File: src/rtl/signed_integer_to_radix_ascii_assert.svh
// Assertion macros shared by the signed integer to radix text block.
`ifndef SIGNED_INTEGER_TO_RADIX_ASCII_ASSERT_SVH
`define SIGNED_INTEGER_TO_RADIX_ASCII_ASSERT_SVH

`ifndef SYNTHESIS
// Check a property on an explicit clock and active-low reset.
`define SIRTA_ASSERT_CLK(lbl, clk, rstn, prop, msg) \
  lbl: assert property (@(posedge clk) disable iff (!rstn) (prop)) else $error(msg);
// Check a property on the block clock and reset.
`define SIRTA_ASSERT(lbl, prop, msg) `SIRTA_ASSERT_CLK(lbl, clk_i, rst_ni, prop, msg)
`else
`define SIRTA_ASSERT_CLK(lbl, clk, rstn, prop, msg)
`define SIRTA_ASSERT(lbl, prop, msg)
`endif

`endif

File: src/rtl/sirta_pkg.sv
// Types, constants and helper functions of the signed integer to radix text block.
`timescale 1ns / 1ps

package sirta_pkg;

  localparam int ValueBits     = 32;
  localparam int RadixW        = 8;
  localparam int CharW         = 8;
  localparam int MinRadix      = 2;
  localparam int MaxRadix      = 32;
  localparam int DigitW        = 5;
  localparam int RemW          = DigitW + 1;
  localparam int CntW          = $clog2(ValueBits + 1);
  localparam int AddrW         = $clog2(ValueBits);
  localparam int BitsPerCycle  = 8;
  localparam int StepsPerDigit = (ValueBits + BitsPerCycle - 1) / BitsPerCycle;
  localparam int PadW          = StepsPerDigit * BitsPerCycle;
  localparam int StepW         = (StepsPerDigit > 1) ? $clog2(StepsPerDigit) : 1;
  localparam int FifoDepth     = 2;
  localparam int DecimalBase   = 10;

  localparam logic [CharW-1:0] CharMinus   = 8'h2D;
  localparam logic [CharW-1:0] CharZero    = 8'h30;
  localparam logic [CharW-1:0] CharLetterA = 8'h41;

  typedef struct packed {
    logic signed [ValueBits-1:0] value;
    logic [RadixW-1:0]           radix;
  } sirta_in_t;

  typedef struct packed {
    logic [CharW-1:0] char_code;
    logic             last;
    logic             bad_radix;
  } sirta_out_t;

  typedef struct packed {
    logic                 bad;
    logic                 neg;
    logic [RemW-1:0]      radix;
    logic [ValueBits-1:0] mag;
  } sirta_job_t;

  typedef enum logic [2:0] {
    S_IDLE,
    S_DIV,
    S_SIGN,
    S_READ,
    S_SEND,
    S_BAD
  } sirta_state_e;

  function automatic logic [CharW-1:0] glyph(input logic [DigitW-1:0] d);
    logic [CharW-1:0] c;
    if (d < DigitW'(DecimalBase)) begin
      c = CharZero + CharW'(d);
    end else begin
      c = CharLetterA + CharW'(d) - CharW'(DecimalBase);
    end
    return c;
  endfunction

endpackage

File: src/rtl/sirta_ram.sv
// Generic single-write, single-read RAM with registered read data.
`timescale 1ns / 1ps

module sirta_ram #(
  parameter int Width = 8,
  parameter int Depth = 32
) (
  input  logic                     clk_i,
  input  logic                     we_i,
  input  logic [$clog2(Depth)-1:0] waddr_i,
  input  logic [Width-1:0]         wdata_i,
  input  logic                     re_i,
  input  logic [$clog2(Depth)-1:0] raddr_i,
  output logic [Width-1:0]         rdata_o
);

  logic [Width-1:0] mem_q [Depth];
  logic [Width-1:0] rdata_q;

  always_ff @(posedge clk_i) begin
    if (we_i) begin
      mem_q[waddr_i] <= wdata_i;
    end
    if (re_i) begin
      rdata_q <= mem_q[raddr_i];
    end
  end

  assign rdata_o = rdata_q;

endmodule

File: src/rtl/sirta_front.sv
// Front end: accept requests, check the radix and form the magnitude.
`timescale 1ns / 1ps

module sirta_front (
  input  logic                  in_valid_i,
  output logic                  in_ready_o,
  input  sirta_pkg::sirta_in_t  in_req_i,
  input  logic                  fifo_full_i,
  output logic                  push_o,
  output sirta_pkg::sirta_job_t job_o
);

  logic                           neg;
  logic [sirta_pkg::ValueBits-1:0] raw;

  assign raw = in_req_i.value;
  assign neg = raw[sirta_pkg::ValueBits-1];

  assign in_ready_o = !fifo_full_i;
  assign push_o     = in_valid_i && !fifo_full_i;

  always_comb begin
    job_o.bad   = (in_req_i.radix < sirta_pkg::RadixW'(sirta_pkg::MinRadix)) ||
                  (in_req_i.radix > sirta_pkg::RadixW'(sirta_pkg::MaxRadix));
    job_o.neg   = neg;
    job_o.radix = in_req_i.radix[sirta_pkg::RemW-1:0];
    // Two's complement negate; the most negative value maps to its full magnitude.
    job_o.mag   = neg ? (~raw + 1'b1) : raw;
  end

endmodule

File: src/rtl/sirta_fifo.sv
// Two-entry queue between the front end and the conversion engine.
`timescale 1ns / 1ps

`include "signed_integer_to_radix_ascii_assert.svh"

module sirta_fifo (
  input  logic                  clk_i,
  input  logic                  rst_ni,
  input  logic                  push_i,
  input  sirta_pkg::sirta_job_t data_i,
  output logic                  full_o,
  output logic                  valid_o,
  input  logic                  pop_i,
  output sirta_pkg::sirta_job_t data_o
);

  localparam int PtrW = (sirta_pkg::FifoDepth > 1) ? $clog2(sirta_pkg::FifoDepth) : 1;
  localparam int FillW = $clog2(sirta_pkg::FifoDepth + 1);

  sirta_pkg::sirta_job_t slot_q [sirta_pkg::FifoDepth];
  logic [PtrW-1:0]  wr_ptr_q, wr_ptr_d;
  logic [PtrW-1:0]  rd_ptr_q, rd_ptr_d;
  logic [FillW-1:0] fill_q, fill_d;

  assign full_o  = (fill_q == FillW'(sirta_pkg::FifoDepth));
  assign valid_o = (fill_q != '0);
  assign data_o  = slot_q[rd_ptr_q];

  function automatic logic [PtrW-1:0] ptr_inc(input logic [PtrW-1:0] p);
    logic [PtrW-1:0] n;
    if (p == PtrW'(sirta_pkg::FifoDepth - 1)) begin
      n = '0;
    end else begin
      n = p + 1'b1;
    end
    return n;
  endfunction

  always_comb begin
    wr_ptr_d = push_i ? ptr_inc(wr_ptr_q) : wr_ptr_q;
    rd_ptr_d = pop_i ? ptr_inc(rd_ptr_q) : rd_ptr_q;
    fill_d   = fill_q + FillW'(push_i) - FillW'(pop_i);
  end

  always_ff @(posedge clk_i or negedge rst_ni) begin
    if (!rst_ni) begin
      wr_ptr_q <= '0;
      rd_ptr_q <= '0;
      fill_q   <= '0;
    end else begin
      wr_ptr_q <= wr_ptr_d;
      rd_ptr_q <= rd_ptr_d;
      fill_q   <= fill_d;
    end
  end

  always_ff @(posedge clk_i) begin
    if (push_i) begin
      slot_q[wr_ptr_q] <= data_i;
    end
  end

  `SIRTA_ASSERT(a_fifo_no_overflow, !(push_i && full_o), "push into a full queue")
  `SIRTA_ASSERT(a_fifo_no_underflow, !(pop_i && !valid_o), "pop from an empty queue")
  `SIRTA_ASSERT(a_fifo_fill_bound, fill_q <= FillW'(sirta_pkg::FifoDepth), "queue fill out of range")

endmodule

File: src/rtl/sirta_back.sv
// Conversion engine: divide out digits, store them, then emit the text.
`timescale 1ns / 1ps

`include "signed_integer_to_radix_ascii_assert.svh"

module sirta_back (
  input  logic                  clk_i,
  input  logic                  rst_ni,
  input  logic                  job_valid_i,
  input  sirta_pkg::sirta_job_t job_i,
  output logic                  pop_o,
  output logic                  out_valid_o,
  input  logic                  out_ready_i,
  output sirta_pkg::sirta_out_t out_req_o
);

  sirta_pkg::sirta_state_e state_q, state_d;

  logic                            neg_q, neg_d;
  logic [sirta_pkg::RemW-1:0]      radix_q, radix_d;
  logic [sirta_pkg::PadW-1:0]      div_q, div_d;
  logic [sirta_pkg::RemW-1:0]      rem_q, rem_d;
  logic [sirta_pkg::StepW-1:0]     step_q, step_d;
  logic [sirta_pkg::CntW-1:0]      cnt_q, cnt_d;
  logic                            out_valid_q, out_valid_d;
  sirta_pkg::sirta_out_t           out_q, out_d;

  logic [sirta_pkg::PadW-1:0]      div_nx;
  logic [sirta_pkg::RemW-1:0]      rem_nx;
  logic                            last_step;
  logic                            quot_zero;
  logic                            can_load;
  logic                            send_last;

  logic                            ram_we, ram_re;
  logic [sirta_pkg::AddrW-1:0]     ram_waddr, ram_raddr;
  logic [sirta_pkg::DigitW-1:0]    ram_rdata;

  // Restoring division, several quotient bits per cycle; remainder stays narrow.
  always_comb begin
    rem_nx = rem_q;
    div_nx = div_q;
    for (int i = 0; i < sirta_pkg::BitsPerCycle; i++) begin
      rem_nx = {rem_nx[sirta_pkg::RemW-2:0], div_nx[sirta_pkg::PadW-1]};
      div_nx = {div_nx[sirta_pkg::PadW-2:0], 1'b0};
      if (rem_nx >= radix_q) begin
        rem_nx    = rem_nx - radix_q;
        div_nx[0] = 1'b1;
      end
    end
  end

  assign last_step = (step_q == sirta_pkg::StepW'(sirta_pkg::StepsPerDigit - 1));
  assign quot_zero = (div_nx == '0);
  assign can_load  = !out_valid_q || out_ready_i;
  assign send_last = (cnt_q == sirta_pkg::CntW'(1));

  // Next state.
  always_comb begin
    state_d = state_q;
    unique case (state_q)
      sirta_pkg::S_IDLE: begin
        if (job_valid_i) begin
          state_d = job_i.bad ? sirta_pkg::S_BAD : sirta_pkg::S_DIV;
        end
      end
      sirta_pkg::S_DIV: begin
        if (last_step && quot_zero) begin
          state_d = neg_q ? sirta_pkg::S_SIGN : sirta_pkg::S_READ;
        end
      end
      sirta_pkg::S_SIGN: begin
        if (can_load) begin
          state_d = sirta_pkg::S_READ;
        end
      end
      sirta_pkg::S_READ: begin
        state_d = sirta_pkg::S_SEND;
      end
      sirta_pkg::S_SEND: begin
        if (can_load) begin
          state_d = send_last ? sirta_pkg::S_IDLE : sirta_pkg::S_READ;
        end
      end
      sirta_pkg::S_BAD: begin
        if (can_load) begin
          state_d = sirta_pkg::S_IDLE;
        end
      end
      default: begin
        state_d = sirta_pkg::S_IDLE;
      end
    endcase
  end

  // Control outputs and datapath updates.
  always_comb begin
    pop_o       = 1'b0;
    ram_we      = 1'b0;
    ram_re      = 1'b0;
    ram_waddr   = cnt_q[sirta_pkg::AddrW-1:0];
    ram_raddr   = sirta_pkg::AddrW'(cnt_q - 1'b1);
    neg_d       = neg_q;
    radix_d     = radix_q;
    div_d       = div_q;
    rem_d       = rem_q;
    step_d      = step_q;
    cnt_d       = cnt_q;
    out_d       = out_q;
    out_valid_d = out_valid_q && !out_ready_i;
    unique case (state_q)
      sirta_pkg::S_IDLE: begin
        if (job_valid_i) begin
          pop_o   = 1'b1;
          neg_d   = job_i.neg;
          radix_d = job_i.radix;
          div_d   = sirta_pkg::PadW'(job_i.mag);
          rem_d   = '0;
          step_d  = '0;
          cnt_d   = '0;
        end
      end
      sirta_pkg::S_DIV: begin
        div_d = div_nx;
        if (last_step) begin
          ram_we = 1'b1;
          cnt_d  = cnt_q + 1'b1;
          rem_d  = '0;
          step_d = '0;
        end else begin
          rem_d  = rem_nx;
          step_d = step_q + 1'b1;
        end
      end
      sirta_pkg::S_SIGN: begin
        if (can_load) begin
          out_valid_d     = 1'b1;
          out_d.char_code = sirta_pkg::CharMinus;
          out_d.last      = 1'b0;
          out_d.bad_radix = 1'b0;
        end
      end
      sirta_pkg::S_READ: begin
        ram_re = 1'b1;
      end
      sirta_pkg::S_SEND: begin
        if (can_load) begin
          out_valid_d     = 1'b1;
          out_d.char_code = sirta_pkg::glyph(ram_rdata);
          out_d.last      = send_last;
          out_d.bad_radix = 1'b0;
          cnt_d           = cnt_q - 1'b1;
        end
      end
      sirta_pkg::S_BAD: begin
        if (can_load) begin
          out_valid_d     = 1'b1;
          out_d.char_code = '0;
          out_d.last      = 1'b1;
          out_d.bad_radix = 1'b1;
        end
      end
      default: begin
        pop_o = 1'b0;
      end
    endcase
  end

  always_ff @(posedge clk_i or negedge rst_ni) begin
    if (!rst_ni) begin
      state_q     <= sirta_pkg::S_IDLE;
      cnt_q       <= '0;
      step_q      <= '0;
      out_valid_q <= 1'b0;
    end else begin
      state_q     <= state_d;
      cnt_q       <= cnt_d;
      step_q      <= step_d;
      out_valid_q <= out_valid_d;
    end
  end

  always_ff @(posedge clk_i) begin
    neg_q   <= neg_d;
    radix_q <= radix_d;
    div_q   <= div_d;
    rem_q   <= rem_d;
    out_q   <= out_d;
  end

  sirta_ram #(
    .Width (sirta_pkg::DigitW),
    .Depth (sirta_pkg::ValueBits)
  ) u_digit_ram (
    .clk_i   (clk_i),
    .we_i    (ram_we),
    .waddr_i (ram_waddr),
    .wdata_i (rem_nx[sirta_pkg::DigitW-1:0]),
    .re_i    (ram_re),
    .raddr_i (ram_raddr),
    .rdata_o (ram_rdata)
  );

  assign out_valid_o = out_valid_q;
  assign out_req_o   = out_q;

  `SIRTA_ASSERT(a_rem_below_radix, (state_q == sirta_pkg::S_DIV) |-> (rem_q < radix_q), "partial remainder not below radix")
  `SIRTA_ASSERT(a_cnt_bound, cnt_q <= sirta_pkg::CntW'(sirta_pkg::ValueBits), "digit count beyond store depth")
  `SIRTA_ASSERT(a_emit_has_digits, ((state_q == sirta_pkg::S_READ) || (state_q == sirta_pkg::S_SEND)) |-> (cnt_q != '0), "emitting with no stored digit")
  `SIRTA_ASSERT(a_bad_shape, (out_valid_q && out_q.bad_radix) |-> (out_q.last && (out_q.char_code == '0)), "bad radix result malformed")

endmodule

File: src/rtl/signed_integer_to_radix_ascii.sv
// Top level of the signed integer to radix ASCII text converter.
`timescale 1ns / 1ps

// Usage:
//   in channel  : in_valid_i / in_ready_o carry one request (value, radix).
//   out channel : out_valid_o / out_ready_i carry one character per result,
//                 most significant digit first, a leading '-' for negative
//                 values, with last set on the final character.
//   A radix outside 2..32 yields a single result with char_code zero, last
//   and bad_radix set.
// Flow:
//   A request waits in a two-entry queue until the idle engine loads it.
//   Each digit is divided out by the shared divider, which retires 8
//   quotient bits per cycle; each character then takes a digit RAM read
//   and an output register load.
//   Requests are taken while the engine works, until the queue is full.
// Reset: clears the queue, the engine state and the output valid; the
//   digit RAM is not cleared, every entry is written before it is read.
// Stall: when out_ready_i is low the output register holds its character
//   and the engine waits to load the next one; the queue keeps taking requests until full.
module signed_integer_to_radix_ascii (
  input  logic                  clk_i,
  input  logic                  rst_ni,
  input  logic                  in_valid_i,
  output logic                  in_ready_o,
  input  sirta_pkg::sirta_in_t  in_req_i,
  output logic                  out_valid_o,
  input  logic                  out_ready_i,
  output sirta_pkg::sirta_out_t out_req_o
);

  // Front end to queue.
  logic                  push;
  logic                  fifo_full;
  sirta_pkg::sirta_job_t job_in;

  // Queue to engine.
  logic                  job_valid;
  logic                  pop;
  sirta_pkg::sirta_job_t job_out;

  // Classify the request: radix check, sign and magnitude.
  sirta_front u_front (
    .in_valid_i  (in_valid_i),
    .in_ready_o  (in_ready_o),
    .in_req_i    (in_req_i),
    .fifo_full_i (fifo_full),
    .push_o      (push),
    .job_o       (job_in)
  );

  // Hold classified requests so the front end need not wait on the divider until the queue is full.
  sirta_fifo u_fifo (
    .clk_i   (clk_i),
    .rst_ni  (rst_ni),
    .push_i  (push),
    .data_i  (job_in),
    .full_o  (fifo_full),
    .valid_o (job_valid),
    .pop_i   (pop),
    .data_o  (job_out)
  );

  // Divide out the digits, then stream the characters through the output register.
  sirta_back u_back (
    .clk_i       (clk_i),
    .rst_ni      (rst_ni),
    .job_valid_i (job_valid),
    .job_i       (job_out),
    .pop_o       (pop),
    .out_valid_o (out_valid_o),
    .out_ready_i (out_ready_i),
    .out_req_o   (out_req_o)
  );

endmodule

File: config.mk
export PLATFORM = sky130hd
export DESIGN_NAME = signed_integer_to_radix_ascii
export DESIGN_NICKNAME = d
export VERILOG_FILES = /design/src/rtl/sirta_pkg.sv /design/src/rtl/sirta_ram.sv /design/src/rtl/sirta_front.sv /design/src/rtl/sirta_fifo.sv /design/src/rtl/sirta_back.sv /design/src/rtl/signed_integer_to_radix_ascii.sv
export VERILOG_INCLUDE_DIRS = /design/src /design/src/rtl
export SDC_FILE = /design/constraint.sdc
export NUM_CORES = 1
export LEC_CHECK = 0
export BUFFER_PORTS_ARGS = -buffer_cell sky130_fd_sc_hd__buf_2
export CAP_MARGIN = 20
export CORE_ASPECT_RATIO = 0.8
export CORE_UTILIZATION = 50
export DETAILED_ROUTE_END_ITERATION = 12
export PLACE_DENSITY = 0.67
export SETUP_SLACK_MARGIN = 0.02
export SYNTH_ARGS = -nofsm -noshare
export SYNTH_HDL_FRONTEND = slang
export SYNTH_SLANG_ARGS = --single-unit
File: constraint.sdc
create_clock -name clk_i -period 18.55 [get_ports clk_i]
set_clock_uncertainty 0.15 [all_clocks]
set_input_delay 0.9275 -clock clk_i [delete_from_list [all_inputs] [get_ports clk_i]]
set_output_delay 0.9275 -clock clk_i [all_outputs]
set_load 0.02 [all_outputs]
==> results of run 1 <==
==> per-stage QoR <==
| step | cell area (um^2) | setup slack (ns) | cells | utilization, % |
|---|---|---|---|---|
| floorplan | 15300 | 4.41 | 1089 | - |
| detailed placement | 16000 | 2.42 | 1514 | 53.8 |
| global placement | 16000 | 3.00 | 1514 | 53.8 |
| global route | 17200 | 2.09 | 1579 | 57.8 |
| finish | 17200 | 3.24 | 1579 | 57.8 |
| CTS | 17100 | 2.36 | 1574 | 57.6 |
==> cell type report <==
cell class / instances / area (um^2)
clock inverters: 17 / 191
clock buffers: 43 / 925
well taps: 406 / 508
multi-input cells: 686 / 5620
repair buffers: 68 / 403
flip-flops and latches: 314 / 9350
fillers: 2335 / 12500
inverters: 45 / 169
==> cell usage in the layout (no fill, tap or decap), types with 11 or more instances in the layout <==
master,instances
xnor2_1,49
inv_1,45
nor3_1,18
nand2b_1,11
mux2i_1,39
mux4_2,50
a21oi_1,31
buf_2,54
xor2_1,13
dfrtp_1,14
buf_4,12
mux2_2,22
o21ai_0,78
edfxtp_1,298
nand2_1,72
ha_1,57
a21o_1,12
nor2_1,81
clkbuf_16,34
==> registers in the layout, summed over array words and instances, names as in the netlist, 2 cells and up <==
name,cells
u_back.cnt_q,6
u_back.div_q,32
u_back.out_req_o,9
u_back.radix_q,6
u_back.rem_q,5
u_back.state_q,3
u_back.step_q,2
u_back.u_digit_ram.mem_q,160
u_back.u_digit_ram.rdata_o,5
u_fifo.fill_q,2
u_fifo.slot_q,80
==> layer usage <==
metal | GRT usage (%) | up-vias | share of wire, %
met3 | 4.60 | 39 | 7.1
li1 | - | 4279 | -
met1 | 33.3 | 4518 | 50
met2 | 29.2 | 304 | 42
met5 | 0 | - | 0
met4 | 4.65 | 0 | 1.4
==> final timing paths <==
check / start / end / slack [ns] / depth (start not counted)
max: u_back.radix_q[1]$_DFFE_PP_ / u_back.rem_q[1]$_SDFFCE_PP0P_ / 3.24 / 47
min: rst_ni / u_fifo.wr_ptr_q$_DFFE_PN0P_ / 0.19 / 1
max reg2reg: u_back.radix_q[1]$_DFFE_PP_ / u_back.rem_q[1]$_SDFFCE_PP0P_ / 3.24 / 47
min reg2reg: u_back.step_q[0]$_DFFE_PN0P_ / u_back.step_q[0]$_DFFE_PN0P_ / 0.35 / 1
max in group asynchronous: rst_ni / u_back.cnt_q[0]$_DFFE_PN0P_ / 17.73 / 1
min in group clk_i: u_back.step_q[0]$_DFFE_PN0P_ / u_back.step_q[0]$_DFFE_PN0P_ / 0.35 / 1
==> kinds of logic after synthesis <==
kind of cell / Yosys count / share of synthesized area [%]
XOR/XNOR: 62 / 3.55
flip-flops: 314 / 61.2
multiplexers: 111 / 11.5
AO/OA/AOI/OAI: 190 / 7.65
other: 1 / 0.0245
adder cells (fa/ha/maj): 65 / 5.72
buffers and inverters: 89 / 2.26
AND/OR/NAND/NOR: 257 / 8.05
==> critical path: cells and delay by family, from the launching register on <==
family | cells | cell delay (ns)
AOI/OAI and AO/OA | 21 | 6.06
adders and majority gates | 8 | 3.20
buffers and inverters | 5 | 1.16
DFF | 1 | 0.67
muxes | 6 | 2.61
and+or+nand+nor | 7 | 1.23
==> out/qor.yml, run 1 <==
status: "finished, final reports clean"
grt_pass1_wl_mm: 49.5
grt_max_degree: 76
synth_largest_area_cell: "edfxtp_1"
drc_errors: 0
gp_congestion: 0.904
io_pins: 56
ys_warn_count: 0
clk_path_buf_depth: 3
wl_per_cell_um: 20.1
die_w_um: 197
drt_iter0_drc: 903
synthCells: 1089
drtAntennaViolNets: 0
fp.coreArea_um2: 29700
cts_resized: 0
num_vias: 9140
critPathKind: "flip-flop to flip-flop"
crit_top_cell: "fa_1"
clock-sinks: 314
grt_pass1_vias: 8748
timing.setup.tns_ns: 0
cts_setup_buffers: 0
h-tree-depth: 2
slowest_stage: "edfxtp_1"
layout-drive-gt1-share_pct: 18.5
dp_hpwl_mm: 21.6
die_area_um2: 31300
timing.hold.ws_ns: 0.193
yosysMostFrequentCell: "edfxtp_1"
tightest_slew_ns: 1.01
nets: 1258
synthTopCellsByCount: "298 x edfxtp_1, 82 x nor2_1, 78 x o21ai_0, 72 x nand2_1, 57 x ha_1"
fp.dieH_um: 158
initial_utilization_pct: 51.4
cts_tree: "built"
cts_root_buf: "clkbuf_16"
synth_ff_type: "edfxtp_1"
core.rowCount: 56
crit_arrival_ns: 15.44
yosysTopAreaCellShare_pct: 58.6
drv_slew: 0
synth-seq-area-share_pct: 61.2
post-route-min-period_ns: 15.31
rsz0062_at_grt: "false"
dr.pass1.iters: 6
n_antenna_cell: 0
timing.final.crit_share_pct: 82.5
ys_ff_latch: 314
hold_path.class: "input port to asynchronous set/reset pin"
synth.distinct_cells: 62
viasPerCell: 5.79
numCtsBuffers: 34
slowest_delay_ns: 0.67
maxCapViolCount: 0
track_usage_pct: 21.0
clk_pin_slew_ns: 0.06
synth_area_leaders: "edfxtp_1 59%, mux4_2 7.4%, ha_1 4.7%, xnor2_1 2.8%, dfrtp_1 2.6%"
syn2layout_area_growth_pct: 12.4
slew_headroom_pct: 32.8
grt-ovfl-total: 0
netlist_area_um2: 15300
setup_viol: 0
worstPathRequired_ns: 18.68
async_flop_share_pct: 5.10
synth-edff-count: 298
finalHoldViolCount: 0
synth_nets: 1198
cp_max_fo: 33
cts_hold_buf: 0
drt-total-wl_mm: 31.8
io_buffer_count: 54
end_kind: "flip-flop"
max_freq_mhz: 65.3
start_kind: "flip-flop"
antenna_found_initial: 0
avgSynthCellArea_um2: 14.0
clk_latency_ns: 0.52
Power of run 1 is left out: the tool's default activity adds up to more than one toggle a clock period on the data nets, which glitch-free logic cannot reach.
==> inputs of run 2 (changes only) <==
--- a/config.mk
+++ b/config.mk
@@ -6,12 +6,13 @@
 export SDC_FILE = /design/constraint.sdc
 export NUM_CORES = 1
 export LEC_CHECK = 0
+export ABC_AREA = 1
 export BUFFER_PORTS_ARGS = -buffer_cell sky130_fd_sc_hd__buf_2
 export CAP_MARGIN = 20
 export CORE_ASPECT_RATIO = 0.8
 export CORE_UTILIZATION = 50
 export DETAILED_ROUTE_END_ITERATION = 12
-export PLACE_DENSITY = 0.67
+export PLACE_DENSITY = 0.69
 export SETUP_SLACK_MARGIN = 0.02
 export SYNTH_ARGS = -nofsm -noshare
 export SYNTH_HDL_FRONTEND = slang
==> constraint.sdc (replaced) <==
create_clock -name clk_i -period 13 [get_ports clk_i]
set_clock_uncertainty 0.15 [all_clocks]
set_input_delay 0.65 -clock clk_i [delete_from_list [all_inputs] [get_ports clk_i]]
set_output_delay 0.65 -clock clk_i [all_outputs]
set_load 0.02 [all_outputs]
==> run 2 against run 1 <==
Against the previous run: fmax grew 30%; global-route usage is 0.61 points higher; sequential share of layout area decreased by 1.6 points; count of clock-buffer cells in the layout down 7; final area grew 3.0%; routed wire length up 11%; largest cell class unchanged.
==> out/qor.yml, run 2 <==
drt-total-wl_mm: 35.3  # +11%
tightest_slew_ns: 1.10  # +0.0892 ns
synthCells: 1532  # +41%
setup_ws_ns: 1.25  # -1.99 ns
netlist_area_um2: 16000  # +4.5%
top_regs: "u_back.u_digit_ram.mem_q x160, u_fifo.slot_q x80, u_back.div_q x32"
final_cell_mix: "302 x nand2_1, 298 x edfxtp_1, 225 x nor2_1"
syn2layout_area_growth_pct: 10.8
yosysMostFrequentCell: "nand2_1"
clk_latency_ns: 0.57  # +0.05 ns
grt_pass1_wl_mm: 55.9  # +13%
h-tree-depth: 1  # -1
die_area_um2: 32600  # +4.4%
cts_setup_buffers: 0  # unchanged
dr.pass1.iters: 7  # +1
place_ws_ns: 1.39  # -1.03 ns
end_kind: "flip-flop"
synth-seq-area-share_pct: 58.6  # -2.6 points
ys_warn_count: 0  # unchanged
viasPerCell: 5.52  # -4.7%
num_vias: 11100  # +22%
clk_pin_slew_ns: 0.06  # about the same
drv_slew: 0  # unchanged
layout_commonest_cell: "nand2_1"
placed_area_um2: 16600  # +3.6%
largest_reg_flops: 160  # unchanged
cts_root_buf: "clkbuf_16"
layout-drive-gt1-share_pct: 11.1  # -7.4 points
io_buffer_count: 54  # unchanged
start_kind: "flip-flop"
async_flop_share_pct: 5.10  # unchanged
clock-sinks: 314  # unchanged
timing.setup.tns_ns: 0  # unchanged
antenna_found_initial: 0  # unchanged
hold_path.class: "input port to flip-flop"
cp_max_fo: 32  # -3.0%
crit_family: "simple AND/OR/NAND/NOR gates"
post-route-min-period_ns: 11.75  # -3.56 ns
critPathKind: "flip-flop to flip-flop"
maxCapViolCount: 0  # unchanged
worst-path-buf-inv: 15  # +10
timing.hold.ws_ns: 0.145  # -0.0476 ns
synthTopCellsByCount: "302 x nand2_1, 298 x edfxtp_1, 227 x nor2_1, 119 x inv_1, 88 x o21ai_0"
final_cell_area_um2: 17700  # +3.0%
n_antenna_cell: 0  # unchanged
yosysTopAreaCellShare_pct: 56.1  # -2.5 points
synth-edff-count: 298  # unchanged
io_pins: 56  # unchanged
slowest_delay_ns: 0.75  # +0.08 ns
drt_iter0_drc: 1050  # +16%
status: "finished, final reports clean"
core.rowCount: 58  # +3.6%
numCtsBuffers: 31  # -8.8%
die_w_um: 202  # +2.2%
wl_per_cell_um: 17.5  # -13%
slowest_stage: "inv_1"
clk_path_buf_depth: 3  # unchanged
setup_viol: 0  # unchanged
crit_arrival_ns: 11.81  # -3.63 ns
nets: 1686  # +34%
drtAntennaViolNets: 0  # unchanged
synth_ff_type: "edfxtp_1"
synth_largest_area_cell: "edfxtp_1"
grt_pass1_vias: 10300  # +18%
fp.coreArea_um2: 31400  # +5.8%
grt_max_degree: 84  # +11%
crit_top_cell: "nand2_1"
initial_utilization_pct: 50.8  # -0.64 points
slew_headroom_pct: 26.2  # -6.6 points
rsz0062_at_grt: "false"
timing.final.crit_share_pct: 90.3  # +7.8 points
cts_tree: "built"
dp_hpwl_mm: 24.1  # +12%
max_freq_mhz: 85.1  # +30%
worstPathRequired_ns: 13.06  # -5.62 ns
track_usage_pct: 21.6  # +0.61 points
fp.dieH_um: 162  # +2.2%
avgSynthCellArea_um2: 10.4  # -26%
cts_resized: 0  # unchanged
top_register: "u_back.u_digit_ram.mem_q"
synth_nets: 1641  # +37%
synth.distinct_cells: 56  # -9.7%
drc_errors: 0  # unchanged
gp_congestion: 0.893  # -1.1%
grt-ovfl-total: 0  # unchanged
finalHoldViolCount: 0  # unchanged
synth_area_leaders: "edfxtp_1 56%, nand2_1 7.1%, nor2_1 5.3%, ha_1 4.5%, inv_1 2.8%"
final.fill_count: 2630  # +13%
cts_hold_buf: 1  # +1
ys_ff_latch: 314  # unchanged
-- run 2: cell types whose count changed after synthesis, moves of 23 or more --
cell	previous run	this run
a31oi_1	10	37
buf_2	0	24
inv_1	45	119
mux2i_1	39	16
mux4_2	50	0
nand2_1	72	302
nand3_1	10	45
nor2_1	82	227
xnor2_1	49	16
xor2_1	13	39
-- run 2: metal layers --
metal,track usage [%],vias up,wire length (um),share of wire (%)
li1,-,5408,-,-
met1,33.9,5309,17500,50
met2,32.1,373,15000,43
met3,2.47,51,2140,6.1
met4,4.58,0,648,1.8
met5,0,-,0,0
-- run 2: layout make-up --
type	count	area [um^2]	share of cell area, %
flip-flops and latches	314	9350	52.9
repair buffers	66	403	2.28
multi-input cells	1030	5850	33.1
inverters	134	505	2.86
clock buffers	36	795	4.49
clock inverters	20	263	1.49
well taps	420	526	2.97
-- run 2: final timing paths --
check / start / end / slack [ns] / depth (start not counted)
max: u_back.radix_q[1]$_DFFE_PP_ / u_back.u_digit_ram.mem_q[22][2]$_DFFE_PP_ / 1.25 / 66
min: in_req_i[0] / u_fifo.slot_q[0][32]$_DFFE_PP_ / 0.15 / 1
max reg2reg: u_back.radix_q[1]$_DFFE_PP_ / u_back.u_digit_ram.mem_q[22][2]$_DFFE_PP_ / 1.25 / 66
min reg2reg: u_back.cnt_q[5]$_DFFE_PN0P_ / u_back.cnt_q[5]$_DFFE_PN0P_ / 0.35 / 2
max in group asynchronous: rst_ni / u_back.cnt_q[0]$_DFFE_PN0P_ / 11.95 / 2
min in group asynchronous: rst_ni / u_fifo.fill_q[0]$_DFF_PN0_ / 0.40 / 2
-- run 2: cell families (layout without fill, tap and decap cells) --
kind of cell,after synthesis,after routing,share of synthesized area [%]
buffers and inverters,188,256,4.88
other,1,1,0.0235
adder cells (fa/ha/maj),65,65,5.47
AND/OR/NAND/NOR,644,644,17.2
flip-flops,314,314,58.6
multiplexers,16,16,1.00
AO/OA/AOI/OAI,247,247,9.61
XOR/XNOR,57,57,3.22
-- run 2: metrics by stage --
step           utilization, %  instances
6_report                 56.3       2020
4_1_cts                  56.1       2018
3_3_place_gp             52.7       1961
3_5_place_dp             52.7       1961
2_1_floorplan               -       1532
5_1_grt                  56.3       2020
Power of run 2 is left out for the same reason.
